**config.mk**
```make
export PLATFORM = sky130hd
export DESIGN_NAME = sync_framed_packet_deframer
export DESIGN_NICKNAME = d
export VERILOG_FILES = /design/src/sv/sfpd_pkg.sv /design/src/sv/sfpd_parser.sv /design/src/sv/sfpd_out_buf.sv /design/src/sv/sync_framed_packet_deframer.sv
export SDC_FILE = /design/constraint.sdc
export NUM_CORES = 1
export LEC_CHECK = 0
export ABC_AREA = 1
export CAP_MARGIN = 20
export CELL_PAD_IN_SITES_DETAIL_PLACEMENT = 0
export CELL_PAD_IN_SITES_GLOBAL_PLACEMENT = 1
export CORE_AREA = 8 8 133 227
export CTS_CLUSTER_SIZE = 28
export DETAILED_ROUTE_END_ITERATION = 6
export DIE_AREA = 0 0 141 235
export DONT_BUFFER_PORTS = 1
export PLACE_DENSITY_LB_ADDON = 0.1
export SKIP_CTS_REPAIR_TIMING = 1
export SLEW_MARGIN = 40
export SYNTH_ARGS = -nofsm -noshare
export SYNTH_HDL_FRONTEND = slang
export SYNTH_SLANG_ARGS = --single-unit
```
**constraint.sdc**
```tcl
create_clock -name clk -period 21.2 [get_ports clk]
set_clock_uncertainty 0.2 [all_clocks]
set_input_delay 2.12 -clock clk [delete_from_list [all_inputs] [get_ports clk]]
set_output_delay 2.12 -clock clk [all_outputs]
set_load 0.05 [all_outputs]
```
**src/sv/sfpd_pkg.sv**
```systemverilog
package sfpd_pkg;

  localparam int CFG_IDX_W = 2;
  localparam int CFG_DATA_W = 16;

  localparam logic [7:0] SYNC_FIRST = 8'hAA;
  localparam logic [7:0] SYNC_SECOND = 8'h55;
  localparam logic [7:0] END_SECOND = 8'hAA;

  localparam logic [7:0] END_FIRST_RST = 8'h55;
  localparam logic [15:0] IDLE_LIMIT_RST = 16'd50;

  localparam logic [CFG_IDX_W-1:0] REG_END_FIRST = 2'd0;
  localparam logic [CFG_IDX_W-1:0] REG_IDLE_LIMIT = 2'd1;

  typedef enum logic [3:0] {
    ST_SYNC1   = 4'd0,
    ST_SYNC2   = 4'd1,
    ST_DST     = 4'd2,
    ST_SRC     = 4'd3,
    ST_CLASS   = 4'd4,
    ST_OPC     = 4'd5,
    ST_FLAGS   = 4'd6,
    ST_SEQ     = 4'd7,
    ST_LEN_L   = 4'd8,
    ST_LEN_H   = 4'd9,
    ST_PAYLOAD = 4'd10,
    ST_CK_A    = 4'd11,
    ST_CK_B    = 4'd12,
    ST_END1    = 4'd13,
    ST_END2    = 4'd14
  } pstate_t;

  typedef enum logic [1:0] {
    KIND_PAYLOAD = 2'd0,
    KIND_ACCEPT  = 2'd1,
    KIND_DISCARD = 2'd2
  } kind_t;

  typedef struct packed {
    kind_t      kind;
    logic [7:0] payload_byte;
    logic [7:0] payload_index;
    logic [7:0] dest_addr;
    logic [7:0] source_addr;
    logic [7:0] frame_class;
    logic [7:0] frame_opcode;
    logic [7:0] frame_flags;
    logic [7:0] frame_seq;
    logic [8:0] payload_length;
  } result_t;

  typedef struct packed {
    logic main_full;
    logic skid_full;
  } buf_status_t;

endpackage

```
**src/sv/sfpd_parser.sv**
```systemverilog
module sfpd_parser #(
  parameter int MAX_PAYLOAD = 256
) (
  input  logic               clk,
  input  logic               rst,
  input  logic               take,
  input  logic               op,
  input  logic [7:0]         data_byte,
  input  logic [7:0]         end_marker_first,
  input  logic [15:0]        idle_limit_ticks,
  output logic               res_push,
  output sfpd_pkg::result_t  res
);
  import sfpd_pkg::*;

  localparam int CNT_W = $clog2(MAX_PAYLOAD + 1);

  pstate_t          state, state_next;
  logic [7:0]       hdr [6];
  logic [7:0]       hdr_next [6];
  logic [15:0]      length_reg, length_reg_next;
  logic [CNT_W-1:0] payload_count, payload_count_next;
  logic [CNT_W-1:0] cnt_inc;
  logic [7:0]       sum_a, sum_a_next;
  logic [7:0]       sum_b, sum_b_next;
  logic [7:0]       check_a, check_a_next;
  logic [15:0]      silence_count, silence_count_next;
  logic [15:0]      len_full;
  logic [15:0]      cnt_wide;
  logic [7:0]       sa_add, sb_add;
  logic             started;
  logic             fail;
  logic             emit_discard;

  always_ff @(posedge clk) begin
    if (rst) begin
      state         <= ST_SYNC1;
      payload_count <= '0;
      sum_a         <= '0;
      sum_b         <= '0;
      silence_count <= '0;
    end else if (take) begin
      state         <= state_next;
      payload_count <= payload_count_next;
      sum_a         <= sum_a_next;
      sum_b         <= sum_b_next;
      silence_count <= silence_count_next;
    end
  end

  always_ff @(posedge clk) begin
    if (take) begin
      hdr        <= hdr_next;
      length_reg <= length_reg_next;
      check_a    <= check_a_next;
    end
  end

  assign sa_add   = sum_a + data_byte;
  assign sb_add   = sum_b + sa_add;
  assign len_full = {data_byte, length_reg[7:0]};
  assign cnt_inc  = payload_count + 1'b1;
  assign cnt_wide = 16'(payload_count);
  assign started  = (state >= ST_PAYLOAD) && (state <= ST_END2) && (payload_count != '0);

  always_comb begin
    state_next         = state;
    hdr_next           = hdr;
    length_reg_next    = length_reg;
    payload_count_next = payload_count;
    sum_a_next         = sum_a;
    sum_b_next         = sum_b;
    check_a_next       = check_a;
    silence_count_next = '0;
    fail               = 1'b0;
    emit_discard       = 1'b0;
    res_push           = 1'b0;
    res                = '0;

    if (op) begin
      silence_count_next = (silence_count == 16'hFFFF) ? silence_count
                                                       : silence_count + 16'd1;
      // drop a partial frame once silence runs past the limit
      if (state != ST_SYNC1 && silence_count_next > idle_limit_ticks) begin
        emit_discard = started;
        state_next   = ST_SYNC1;
      end
    end else begin
      unique case (state)
        ST_SYNC1: begin
          if (data_byte == SYNC_FIRST) state_next = ST_SYNC2;
        end
        ST_SYNC2: begin
          if (data_byte == SYNC_SECOND) begin
            sum_a_next         = '0;
            sum_b_next         = '0;
            payload_count_next = '0;
            state_next         = ST_DST;
          end else begin
            fail = 1'b1;
          end
        end
        ST_DST, ST_SRC, ST_CLASS, ST_OPC, ST_FLAGS, ST_SEQ: begin
          sum_a_next = sa_add;
          sum_b_next = sb_add;
          unique case (state)
            ST_DST:   begin hdr_next[0] = data_byte; state_next = ST_SRC;   end
            ST_SRC:   begin hdr_next[1] = data_byte; state_next = ST_CLASS; end
            ST_CLASS: begin hdr_next[2] = data_byte; state_next = ST_OPC;   end
            ST_OPC:   begin hdr_next[3] = data_byte; state_next = ST_FLAGS; end
            ST_FLAGS: begin hdr_next[4] = data_byte; state_next = ST_SEQ;   end
            default:  begin hdr_next[5] = data_byte; state_next = ST_LEN_L; end
          endcase
        end
        ST_LEN_L: begin
          length_reg_next = {8'h00, data_byte};
          sum_a_next      = sa_add;
          sum_b_next      = sb_add;
          state_next      = ST_LEN_H;
        end
        ST_LEN_H: begin
          length_reg_next = len_full;
          sum_a_next      = sa_add;
          sum_b_next      = sb_add;
          if (len_full > 16'(MAX_PAYLOAD)) fail = 1'b1;
          else if (len_full == 16'd0) state_next = ST_CK_A;
          else state_next = ST_PAYLOAD;
        end
        ST_PAYLOAD: begin
          res_push            = 1'b1;
          res.kind            = KIND_PAYLOAD;
          res.payload_byte    = data_byte;
          res.payload_index   = cnt_wide[7:0];
          payload_count_next  = cnt_inc;
          sum_a_next          = sa_add;
          sum_b_next          = sb_add;
          if (16'(cnt_inc) >= length_reg) state_next = ST_CK_A;
        end
        ST_CK_A: begin
          check_a_next = data_byte;
          state_next   = ST_CK_B;
        end
        ST_CK_B: begin
          if (check_a == sum_a && data_byte == sum_b) state_next = ST_END1;
          else fail = 1'b1;
        end
        ST_END1: begin
          if (data_byte == end_marker_first) state_next = ST_END2;
          else fail = 1'b1;
        end
        ST_END2: begin
          if (data_byte == END_SECOND) begin
            res_push           = 1'b1;
            res.kind           = KIND_ACCEPT;
            res.dest_addr      = hdr[0];
            res.source_addr    = hdr[1];
            res.frame_class    = hdr[2];
            res.frame_opcode   = hdr[3];
            res.frame_flags    = hdr[4];
            res.frame_seq      = hdr[5];
            res.payload_length = length_reg[8:0];
            state_next         = ST_SYNC1;
          end else begin
            fail = 1'b1;
          end
        end
        default: state_next = ST_SYNC1;
      endcase

      // re-test a failed byte as the first sync byte
      if (fail) begin
        emit_discard = started;
        state_next   = (data_byte == SYNC_FIRST) ? ST_SYNC2 : ST_SYNC1;
      end
    end

    if (emit_discard) begin
      res_push = 1'b1;
      res      = '0;
      res.kind = KIND_DISCARD;
    end
  end

endmodule

```
**src/sv/sfpd_out_buf.sv**
```systemverilog
module sfpd_out_buf (
  input  logic                  clk,
  input  logic                  rst,
  input  logic                  push,
  input  sfpd_pkg::result_t     din,
  input  logic                  out_stall,
  output logic                  out_valid,
  output sfpd_pkg::result_t     dout,
  output sfpd_pkg::buf_status_t status
);
  import sfpd_pkg::*;

  logic    main_full, skid_full;
  result_t main_q, skid_q;
  logic    pop;

  assign pop = main_full && !out_stall;

  always_ff @(posedge clk) begin
    if (rst) begin
      main_full <= 1'b0;
      skid_full <= 1'b0;
    end else if (skid_full) begin
      // upstream is held while the skid stage is occupied
      if (pop) skid_full <= 1'b0;
    end else if (push) begin
      if (main_full && !pop) skid_full <= 1'b1;
      else main_full <= 1'b1;
    end else if (pop) begin
      main_full <= 1'b0;
    end
  end

  always_ff @(posedge clk) begin
    if (skid_full) begin
      if (pop) main_q <= skid_q;
    end else if (push) begin
      if (main_full && !pop) skid_q <= din;
      else main_q <= din;
    end
  end

  assign out_valid        = main_full;
  assign dout             = main_q;
  assign status.main_full = main_full;
  assign status.skid_full = skid_full;

endmodule

```
**src/sv/sync_framed_packet_deframer.sv**
```systemverilog
// Channel   Handshake               Payload
// in        in_valid / in_stall     op, data_byte
// out       out_valid / out_stall   kind, payload_byte, payload_index, dest_addr,
//                                   source_addr, frame_class, frame_opcode,
//                                   frame_flags, frame_seq, payload_length
// cfg       cfg_valid / cfg_ready   cfg_index, cfg_data
//
// One item is taken per cycle while in_stall is low; the parse state, sums and counters
// update at the accepting edge; any result is registered in the output buffer for out.
// The rate is set by the combinational parse step feeding a two-entry output buffer.
// rst is synchronous: the parser hunts for the first sync byte, buffers empty,
// registers return to end marker 0x55 and idle limit 50.
// in_stall rises only when both output entries are full; cfg_ready is always high.
module sync_framed_packet_deframer #(
  parameter int MAX_PAYLOAD = 256
) (
  input  logic                           clk,
  input  logic                           rst,
  input  logic                           in_valid,
  output logic                           in_stall,
  input  logic                           op,
  input  logic [7:0]                     data_byte,
  output logic                           out_valid,
  input  logic                           out_stall,
  output logic [1:0]                     kind,
  output logic [7:0]                     payload_byte,
  output logic [7:0]                     payload_index,
  output logic [7:0]                     dest_addr,
  output logic [7:0]                     source_addr,
  output logic [7:0]                     frame_class,
  output logic [7:0]                     frame_opcode,
  output logic [7:0]                     frame_flags,
  output logic [7:0]                     frame_seq,
  output logic [8:0]                     payload_length,
  input  logic                           cfg_valid,
  output logic                           cfg_ready,
  input  logic [sfpd_pkg::CFG_IDX_W-1:0] cfg_index,
  input  logic [sfpd_pkg::CFG_DATA_W-1:0] cfg_data
);
  import sfpd_pkg::*;

  logic        take;
  logic        res_push;
  result_t     res, out_res;
  buf_status_t status;
  logic [7:0]  end_marker_first;
  logic [15:0] idle_limit_ticks;

  assign cfg_ready = 1'b1;

  always_ff @(posedge clk) begin
    if (rst) begin
      end_marker_first <= END_FIRST_RST;
      idle_limit_ticks <= IDLE_LIMIT_RST;
    end else if (cfg_valid && cfg_ready) begin
      unique case (cfg_index)
        REG_END_FIRST:  end_marker_first <= cfg_data[7:0];
        REG_IDLE_LIMIT: idle_limit_ticks <= cfg_data;
        default: ;
      endcase
    end
  end

  assign take = in_valid && !in_stall;

  sfpd_parser #(
    .MAX_PAYLOAD(MAX_PAYLOAD)
  ) u_parser (
    .clk              (clk),
    .rst              (rst),
    .take             (take),
    .op               (op),
    .data_byte        (data_byte),
    .end_marker_first (end_marker_first),
    .idle_limit_ticks (idle_limit_ticks),
    .res_push         (res_push),
    .res              (res)
  );

  sfpd_out_buf u_out_buf (
    .clk       (clk),
    .rst       (rst),
    .push      (take && res_push),
    .din       (res),
    .out_stall (out_stall),
    .out_valid (out_valid),
    .dout      (out_res),
    .status    (status)
  );

  assign in_stall       = status.skid_full;
  assign kind           = out_res.kind;
  assign payload_byte   = out_res.payload_byte;
  assign payload_index  = out_res.payload_index;
  assign dest_addr      = out_res.dest_addr;
  assign source_addr    = out_res.source_addr;
  assign frame_class    = out_res.frame_class;
  assign frame_opcode   = out_res.frame_opcode;
  assign frame_flags    = out_res.frame_flags;
  assign frame_seq      = out_res.frame_seq;
  assign payload_length = out_res.payload_length;

  // the skid entry is only ever filled behind a full main entry
  a_skid_behind_main: assert property (@(posedge clk) disable iff (rst)
    status.skid_full |-> status.main_full)
    else $error("skid entry full while main entry empty");

  // a draining output never lets the input side fall into stall
  a_no_stall_on_drain: assert property (@(posedge clk) disable iff (rst)
    (!in_stall && out_valid && !out_stall) |=> !in_stall)
    else $error("input stalled after output drained");

  // a result pushed into an empty buffer shows up on the next cycle
  a_push_visible: assert property (@(posedge clk) disable iff (rst)
    (take && res_push && !out_valid) |=> out_valid)
    else $error("pushed result not presented");

endmodule
```
# After elaboration in Yosys (flattened, before gate mapping)
# Index checks and enable logic that the tools add are counted.
# totals
reg_bits,293
latch_bits,0
ramBits,0
rom_bits,0
input_bits,32
out_inout_bits,78
elab_cells,179
memories,0
# classes
add_sub_neg,4
n_mul,0
div,0
magnitude_cmp,5
eq_ne,33
n_shift,0
muxes,54
bitwise_logic,4
reduce_logical,41
# ops
op,count
two-way mux 75 bit,6
two-way mux 57 bit,2
two-way mux 16 bit,3
two-way mux 4 bit,10
one-hot mux 4 bit (10 select lines),1
AND reduction 4 bit,9
one-hot mux 16 bit (2 select lines),1
one-hot mux 8 bit (2 select lines),2
== test 4 bit (second input constant),7
== test 8 bit,3
!= test 4 x 2 -> 1 bit (second input constant),6
two-way mux 1 bit,23
one-hot mux 4 bit (5 select lines),1
one-hot mux 9 bit (2 select lines),1
adder 16 x 1 -> 16 bit (second input constant),1
adder 8 bit,2
== test 16 bit (second input constant),1
== test 4 x 3 -> 1 bit (second input constant),4
greater-or-equal comparator 9 x 16 -> 1 bit,1
> comparator 16 bit,1
> comparator 16 x 9 -> 1 bit (second input constant),1
zero test 16 bit,1
AND reduction 3 bit,5
nonzero test 2 bit,5
27 further kinds,44

# Longest topological paths before layout
# Gate-level depths: netlist of the first run.
# logic_depth
ltp_word,11
ltp_mapped,24
depth_no_buf,24

# Hierarchy
# A second synthesis of the first run with hierarchy kept.
# unflattened
hier_cells,1526
hier_area_um2,13740.7
# modules_own_cells
module,n_inst,cells_each,area_per_inst_um2,seq_area_each_um2
sfpd_parser,1,963,7146.9,3062.9
sfpd_out_buf,1,414,5597.9,4544.4
sync_framed_packet_deframer,1,149,996.0,480.5

# Worst setup path before layout of the first run
# No wires, ideal clock.
# synth_timing
kind,input to register
from,in data_byte[7]
to,"reg u_out_buf.main_q, in the netlist u_out_buf.dout[0], enable pin"
setup_ns,0.533
arrival_ns,6.700
required_ns,20.467
slack_ns,13.767
stages,14
n_path_buf,1
cell_sequence,buf_4 > inv_1 > nand2_1 > nand2_1 > nor2_1 > nand2_1 > nor2_1 > nand2_1 > nand2_1 > nand4_1 > nand3_1 > nand2_1 > nand2_1 > a21oi_1
# synth_between
elab_chain_cells,11
elab_cells_between_ends,22
cone_classes,1 x order compare; 4 x eq/ne; 13 x mux; 4 x reduce/logical
# synth_rtl
element,line_no,source
from (decl),sync_framed_packet_deframer.sv:22,"input logic [7:0] data_byte,"
branches (longest 7 deep; another with > comparator 16 x 9 -> 1 bit),n/a,
two-way mux 1 bit (*),sfpd_parser.sv:177,if (emit_discard) begin
logical AND 1 bit (*),sync_framed_packet_deframer.sv:83,".push (take && res_push),"
nonzero test 2 bit (no source line) (*),n/a,
AND reduction 3 bit (no source line) (*),n/a,
to (signal assigned),sfpd_out_buf.sv:36,if (pop) main_q <= skid_q;
to (signal assigned),sfpd_out_buf.sv:39,else main_q <= din;
to (decl),sfpd_out_buf.sv:14,"result_t main_q, skid_q;"
# Mark *: on every way between the ends. The select of a mux whose other input is x is not followed.
# A chain may end at the register's enable or synchronous reset.

# Worst setup path after layout of the first run
# layout_timing
from,reg u_parser.silence_count[3]
to,"reg u_out_buf.skid_q[2] (netlist bit), enable pin"
# layout_between
elab_chain_cells,9
elab_cells_between_ends,10
cone_classes,1 x add/sub; 1 x order compare; 1 x eq/ne; 4 x mux; 3 x reduce/logical
# layout_rtl
element,line_no,source
from (decl),sfpd_parser.sv:27,"logic [15:0] silence_count, silence_count_next;"
from (signal assigned),sfpd_parser.sv:47,silence_count <= silence_count_next;
adder 16 x 1 -> 16 bit or == test 16 bit (tied branches),"sfpd_parser.sv:82, sfpd_parser.sv:81",
two-way mux 16 bit (*),sfpd_parser.sv:81,silence_count_next = (silence_count == 16'hFFFF) ? silence_count
> comparator 16 bit (*),sfpd_parser.sv:84,if (state != ST_SYNC1 && silence_count_next > idle_limit_ticks) begin
logical AND 1 bit (*),sfpd_parser.sv:84,
two-way mux 1 bit (*),sfpd_parser.sv:84,
two-way mux 1 bit (*),sfpd_parser.sv:80,if (op) begin
two-way mux 1 bit (*),sfpd_parser.sv:177,
logical AND 1 bit (*),sync_framed_packet_deframer.sv:83,
AND reduction 3 bit (no source line) (*),n/a,
to (signal assigned),sfpd_out_buf.sv:38,if (main_full && !pop) skid_q <= din;
to (decl),sfpd_out_buf.sv:14,
# Every way passes the cells marked *; elsewhere a longest branch is shown, timed or not.

==> reports/metrics.yaml, run 1 <==
cts:
  clockRootBuffer: "clkbuf_16"
  clk_pin_slew_ns: 0.07
  cts_buffers: 26
  cts_sinks: 293
  cts_tree: "built"
  clk_path_buf_depth: 3
  clk_latency_ns: 0.55
  cts_htree_levels: 1
place:
  place_hpwl_microns: 21400
  port_buffers: 0
  gp_congestion: 0.891
  dp.cells: 1658
  placed_area_sq_mm: 0.0139
sta:
  max_freq_mhz: 220
  fin_crit_sh_pct: 21.5
  setup_viol: 0
  period_needed_ns: 4.55
  relSlewSlack_pct: 47.2
  grt_setup_unrepaired: "false"
  final_hold_viol_count: 0
  worst_slew_pin_slew_ns: 0.792
  finalMaxSlewViolations: 0
  final.setup.tns_ns: 0
global_routing:
  met2_usage_pct: 33.1
  grt_max_degree: 59
  track_usage_pct: 17.8
  met3_usage_pct: 3.19
  antenna_found_initial: 0
  grt_pass1_vias: 8374
  grt_util_met1_pct: 19.3
  top_usage_layer: "met2"
  grt_pass1_wl_microns: 46200
  grt_overflow: 0
run:
  drv_cap: 0
hold_path:
  min_path_type: "reg2reg"
  holdPathEnd: "idle_limit_ticks[12]"
  min_from: "idle_limit_ticks[12]"
  min_delay_path_depth: 2
logic_synthesis:
  synth_top_family_by_area: "simple AND/OR/NAND/NOR gates"
  synth_xor_area_share_pct: 2.07
  synth.distinct_cells: 44
  syn-cell-area_sq_mm: 0.0135
  synth_area_per_cell_sq_um: 10.3
  synth_ff_type: "edfxtp_1"
  synth_top_area_share_pct: 49.2
  async_flop_share_pct: 0
  synth-seq-cells: 293
  synth_edf_count: 222
  synthAdderAreaFrac_pct: 4.18
  synth_cells: 1316
  yosysWarningCount: 0
  synth_mux_area_share_pct: 4.74
  yosys-top-cells-area: "edfxtp_1, dfxtp_1, nand2_1, inv_1, mux2_2"
  yosysTopAreaCell: "edfxtp_1"
  synth_compound_area_share_pct: 5.54
  synth-simple-area-share_pct: 17.3
  synth_nets: 1392
  seq_area_frac_synth_pct: 59.7
worst_setup_path:
  worst-path-max-fanout: 41
  cp.required_ns: 21.19
  cp_slowest_cell: "inv_2"
  cp_num_buf_inv: 4
  cp_top_family: "simple AND/OR/NAND/NOR gates"
  crit_type: "reg2reg"
  cp_data_arrival_time_ns: 4.53
  r2r_start: "u_parser.silence_count[3]"
  rrSetupSlack_ns: 16.65
  r2r_end: "u_out_buf.skid_q[2]"
  crit_path_cell_trace: "inv_1 > nor3_2 > nand3_1 > inv_1 > nand4_1 > nand3_1 > nor2_1 > xor2_1 > ha_1 > nand2_1 > nor2_1 > nand2_1 > nand2_1 > nand2_1 > nand2_1 > nand2_1 > nand2_1 > nand3_1 > nand2_1 > nand3_1 > inv_2 > buf_4"
  worst_setup_path_start_kind: "flip-flop"
  cpPeakStageDelay_ns: 0.57
  cpMostUsedCell: "nand2_1"
  reg2reg_depth: 22
  end_kind: "flip-flop"
pwr:
  p_int_mw: 0.923
  seqPwrFrac_pct: 52.0
  clockPowerShare_pct: 37.5
  pwr-share-comb_pct: 10.6
  sw_frac_of_total_pct: 25.8
  leakage_nw: 5.81
  switching_power_mw: 0.321
  ir_worst_vdd_uv: 67.4
  power_density_mw_per_mm2: 84.1
drt:
  vias_per_cell: 4.99
  drt_iter0_markers: 328
  dr.pass1.iters: 5
  drc: 0
  avgRoutedWirePerCell_microns: 17.3
  ant_nets: 0
  drt_wl_total_microns: 29500
  vias: 8503
final_layout:
  drive_above_1_share_pct: 12.4
  syn2layout_area_growth_pct: 9.14
  final_cells: 1705
  post-route-util_pct: 54.5
  final_area_sq_mm: 0.0148
  diodes: 0
  finalNetCount: 1393
die:
  core_area_sq_mm: 0.0271
  start_util_pct: 49.9
  rows: 80
  die_area_sq_mm: 0.0331
  die_h_microns: 235
  num_io_pins: 110
  die_w_microns: 141
outcome:
  run_status: "complete, no violations"
==> synth_stat cells, types with 2 or more instances <==
cell type and n:
nand2_1 269, clkbuf_1 20, nor4_1 4, o211ai_1 4, buf_2 7, nand3_1 28, a21oi_1 89, ha_1 42
buf_4 3, a211oi_1 2, o21ai_0 36, nor2_4 23, nand4_1 11, fa_1 2, nand3b_1 3, nand3_2 2
nor2_1 155, nor3_1 17, nand2_2 5, edfxtp_1 222, o21ai_1 2, inv_2 9, inv_1 175, o21a_1 2
a31oi_1 2, nor2_2 2, dfxtp_1 71, xor2_1 20, nor3_2 4, or2_2 2, xnor2_1 12, mux2_2 56
buf_6 4
==> worst max-delay path by stage <==
| stage | start | end | slack, ns | depth (start not counted) |
|---|---|---|---|---|
| after CTS | u_parser.silence_count[3] | u_out_buf.skid_q[4] | 16.55 | 20 |
| after global placement | data_byte[0] | u_out_buf.skid_q[59] | 16.20 | 14 |
| after global routing | u_parser.silence_count[3] | u_out_buf.skid_q[2] | 16.09 | 20 |
| after detailed placement | data_byte[0] | u_out_buf.skid_q[61] | 16.14 | 14 |
| final | u_parser.silence_count[3] | u_out_buf.skid_q[2] | 16.65 | 22 |
| after floorplan | data_byte[7] | u_out_buf.dout[0] | 13.77 | 14 |
==> routing by layer <==
layer  vias to the layer above  share of wire, %
met4                         0               3.6
met3                        62               4.8
met1                      3930                39
met5                         -                 0
li1                       4330                 -
met2                       181                53
==> through the flow <==
stage               total power [mW]  setup WS, ns  hold WS (ns)
floorplan                      0.760         13.77         0.235
global placement               0.789         16.20         0.262
detailed placement             0.791         16.14         0.267
CTS                             1.26         16.55         0.278
global route                    1.29         16.09         0.303
finish                          1.24         16.65         0.275
==> cells in the final DEF, fill, tap and decap left out, drive strengths merged, types with 30 or more instances in the layout <==
cell type	instances
a21oi	91
dfxtp	71
edfxtp	222
ha	42
inv	184
mux2	57
nand2	274
nand3	30
nor2	180
o21ai	39
==> tightest hold or removal path, cell delays in order, from the launching register on <==
cell	delay, ns
dfxtp_1	0.30
inv_1	0.07
a21oi_1	0.06
==> cells by family (layout without fill, tap and decap cells) <==
logic type,count (synthesis),count (layout)
AOI/OAI and AO/OA,141,141
xor gates and xnor gates,32,32
adders and majority gates,44,44
buffers and inverters,220,240
DFF,293,293
muxes,57,57
other,1,1
and+or+nand+nor,528,528
==> power groups by stage <==
stage                     Sequential [mW]  Combinational [mW]  Clock (mW)
final                               0.646               0.131       0.466
after global routing                0.647               0.150       0.497
after CTS                           0.646               0.133       0.478
after detailed placement            0.659               0.132           0
after global placement              0.659               0.131           0
after floorplan                     0.653               0.107           0
==> final cells by class <==
class | instances | area [sq um]
fill | 2448 | 12300
sequential | 293 | 8090
multi-input combinational | 803 | 4620
inverter | 185 | 694
clock buffer | 29 | 662
tap | 369 | 462
clock inverter | 18 | 179
timing repair buffer | 8 | 76.3
(Power assumes the default switching activity.)
==> run 2, diff against run 1 <==
--- a/config.mk
+++ b/config.mk
@@ -5,14 +5,14 @@
 export SDC_FILE = /design/constraint.sdc
 export NUM_CORES = 1
 export LEC_CHECK = 0
-export ABC_AREA = 1
+export ABC_AREA = 0
 export CAP_MARGIN = 20
 export CELL_PAD_IN_SITES_DETAIL_PLACEMENT = 0
 export CELL_PAD_IN_SITES_GLOBAL_PLACEMENT = 1
-export CORE_AREA = 8 8 133 227
+export CORE_AREA = 8 8 132 226
 export CTS_CLUSTER_SIZE = 28
 export DETAILED_ROUTE_END_ITERATION = 6
-export DIE_AREA = 0 0 141 235
+export DIE_AREA = 0 0 140 234
 export DONT_BUFFER_PORTS = 1
 export PLACE_DENSITY_LB_ADDON = 0.1
 export SKIP_CTS_REPAIR_TIMING = 1
==> constraint.sdc (replaced) <==
create_clock -name clk -period 4.7 [get_ports clk]
set_clock_uncertainty 0.2 [all_clocks]
set_input_delay 0.47 -clock clk [delete_from_list [all_inputs] [get_ports clk]]
set_output_delay 0.47 -clock clk [all_outputs]
set_load 0.05 [all_outputs]
==> run 2 against run 1 <==
Net effect: sequential power increased to 4.3 times the previous value; area after synthesis down 1.1%; core utilization increased by 1.6 points; largest cell class unchanged; critical path depth shrank 8; critical endpoint is now u_out_buf.skid_q[3].
==> reports/metrics.yaml, run 2 <==
sta:
  whs_ns: 0.00231
  max_freq_mhz: 231
  relSlewSlack_pct: 50.2
  setup_viol: 0
  grt_setup_unrepaired: "false"
  period_needed_ns: 4.33
  worst_slew_pin_slew_ns: 0.746
  final_hold_viol_count: 0
  final.setup.tns_ns: 0
  finalMaxSlewViolations: 0
  fin_crit_sh_pct: 92.1
logic_synthesis:
  yosysTopAreaCell: "edfxtp_1"
  synth_edf_count: 222
  seq_area_frac_synth_pct: 60.4
  synth_cells: 1071
  synthMostInstantiatedCell: "edfxtp_1"
  synth-seq-cells: 293
  yosysWarningCount: 0
  syn-cell-area_sq_mm: 0.0134
  synth.distinct_cells: 64
  yosys-top-cells-count: "edfxtp_1, and2_1, mux2_2, dfxtp_1, nand2_1"
  synth_area_per_cell_sq_um: 12.5
  synth_ff_type: "edfxtp_1"
  synth_top_area_share_pct: 49.8
  async_flop_share_pct: 0
  yosys-top-cells-area: "edfxtp_1, dfxtp_1, mux2_2, ha_1, and2_1"
  synth_nets: 1147
worst_setup_path:
  crit_type: "reg2reg"
  crit_path_cell_trace: "ha_1 > nand3_1 > nor2_1 > nand3_1 > nand3_1 > nor2_1 > xor2_1 > ha_1 > nand4_1 > a2111o_1 > nand4_1 > o211ai_2 > a21oi_4 > buf_12"
  worst-path-max-fanout: 48
  cp_num_buf_inv: 1
  cpMostUsedCell: "nand3_1"
  worst_setup_path_start_kind: "flip-flop"
  cpPeakStageDelay_ns: 0.45
  end_kind: "flip-flop"
  cp_slowest_cell: "dfxtp_1"
  cp.required_ns: 4.71
  cp_data_arrival_time_ns: 4.34
  cp_top_family: "simple AND/OR/NAND/NOR gates"
pwr:
  sw_frac_of_total_pct: 20.5
  leakage_nw: 5.18
  switching_power_mw: 1.04
  ir_worst_vdd_uv: 256
  seqPwrFrac_pct: 54.5
  power.total_mw: 5.08
  pwr-share-comb_pct: 2.8
  p_int_mw: 4.04
  power_density_mw_per_mm2: 337
  clockPowerShare_pct: 42.7
cts:
  cts_buffers: 27
  clk_latency_ns: 0.54
  cts_sinks: 293
  clk_path_buf_depth: 3
  clk_pin_slew_ns: 0.07
  cts_htree_levels: 1
  cts_tree: "built"
  clockRootBuffer: "clkbuf_16"
die:
  die_w_microns: 140
  num_io_pins: 110
  rows: 80
  die_area_sq_mm: 0.0328
  start_util_pct: 49.9
  core_area_sq_mm: 0.0268
  die_h_microns: 234
hold_path:
  min_path_type: "in2reg"
drt:
  vias_per_cell: 5.68
  drt_iter0_markers: 431
  avgRoutedWirePerCell_microns: 21.0
  drc: 0
  dr.pass1.iters: 4
  vias: 8206
  drt_wl_total_microns: 30400
  ant_nets: 0
final_layout:
  fillers: 2229
  finalNetCount: 1173
  diodes: 0
  mostFrequentLayoutCells: "edfxtp_1, and2_1, mux2_2, dfxtp_1, nand2_1"
  multi_input_area_sq_mm: 0.00500
  syn2layout_area_growth_pct: 12.4
  drive_above_1_share_pct: 14.6
  layout_commonest_cell: "edfxtp_1"
  seqCellArea_sq_mm: 0.00809
outcome:
  run_status: "complete, no violations"
global_routing:
  grt_overflow: 0
  track_usage_pct: 17.7
  grt_max_degree: 76
  antenna_found_initial: 1
  grt_pass1_vias: 8230
  grt_pass1_wl_microns: 45500
place:
  place_hpwl_microns: 20000
  gp_congestion: 0.842
  port_buffers: 0
run:
  drv_cap: 0
## run 2: cell count changes after synthesis, sizes merged, moves of 18 or more
cell / previous run / this run
a21oi: 91 / 56
and2: 1 / 81
inv: 184 / 37
mux2: 57 / 75
nand2: 274 / 68
nor2: 180 / 56
## run 2: logic make-up (layout without fill, tap and decap cells)
group / Yosys count / after routing / synth area share [%]
simple gates: 339 / 339 / 13.9
flops: 293 / 293 / 60.4
compound gates: 164 / 164 / 8.19
buf+inv: 92 / 138 / 2.72
mux: 85 / 85 / 7.05
xor+xnor: 53 / 53 / 3.47
fa+ha+maj: 44 / 44 / 4.22
other cells: 1 / 1 / 0.0280
## run 2: path summary, 6_finish.rpt
kind	end	slack, ns	depth (start not counted)	start
max	u_out_buf.skid_q[3]	0.37	14	u_parser.silence_count[0]
min	u_parser.silence_count[0]	0.002	2	rst
max reg2reg	u_out_buf.skid_q[3]	0.37	14	u_parser.silence_count[0]
min reg2reg	idle_limit_ticks[6]	0.26	2	idle_limit_ticks[6]
## run 2: stage by stage
stage | cells | utilization [%] | worst slack (ns) | instance area [sq um]
finish | 1445 | 56.1 | 0.371 | 15100
global placement | 1364 | 51.5 | 0.403 | 13800
global route | 1445 | 56.1 | 0.0375 | 15100
detailed placement | 1364 | 51.5 | 0.347 | 13800
floorplan | 1071 | - | 0.0195 | 13400
CTS | 1413 | 54.8 | 0.308 | 14700
## run 2: power groups by stage
stage	Clock, mW	Combinational (mW)	Sequential (mW)
after floorplan	0	0.0841	2.82
after global placement	0	0.0925	2.82
after detailed placement	0	0.0934	2.82
after CTS	2.23	0.0940	2.77
after global routing	2.31	0.157	2.77
final	2.17	0.143	2.77
## run 2: per-layer routing
metal / track usage (%) / wire [microns] / part of all wire (%) / up-vias
met5: 0 / 0 / 0 / -
met4: 7.09 / 1090 / 3.6 / 0
li1: - / - / - / 4005
met1: 19.4 / 11900 / 39 / 3975
met3: 2.57 / 1130 / 3.7 / 55
met2: 33.6 / 16300 / 54 / 171
## run 2: cell type report
type / count / area share (%)
Clock inverter: 20 / 1.25
Inverter: 38 / 0.947
Timing Repair Buffer: 51 / 3.61
Multi-Input combinational cell: 686 / 33.2
Tap cell: 328 / 2.73
Sequential cell: 293 / 53.7
Clock buffer: 29 / 4.54
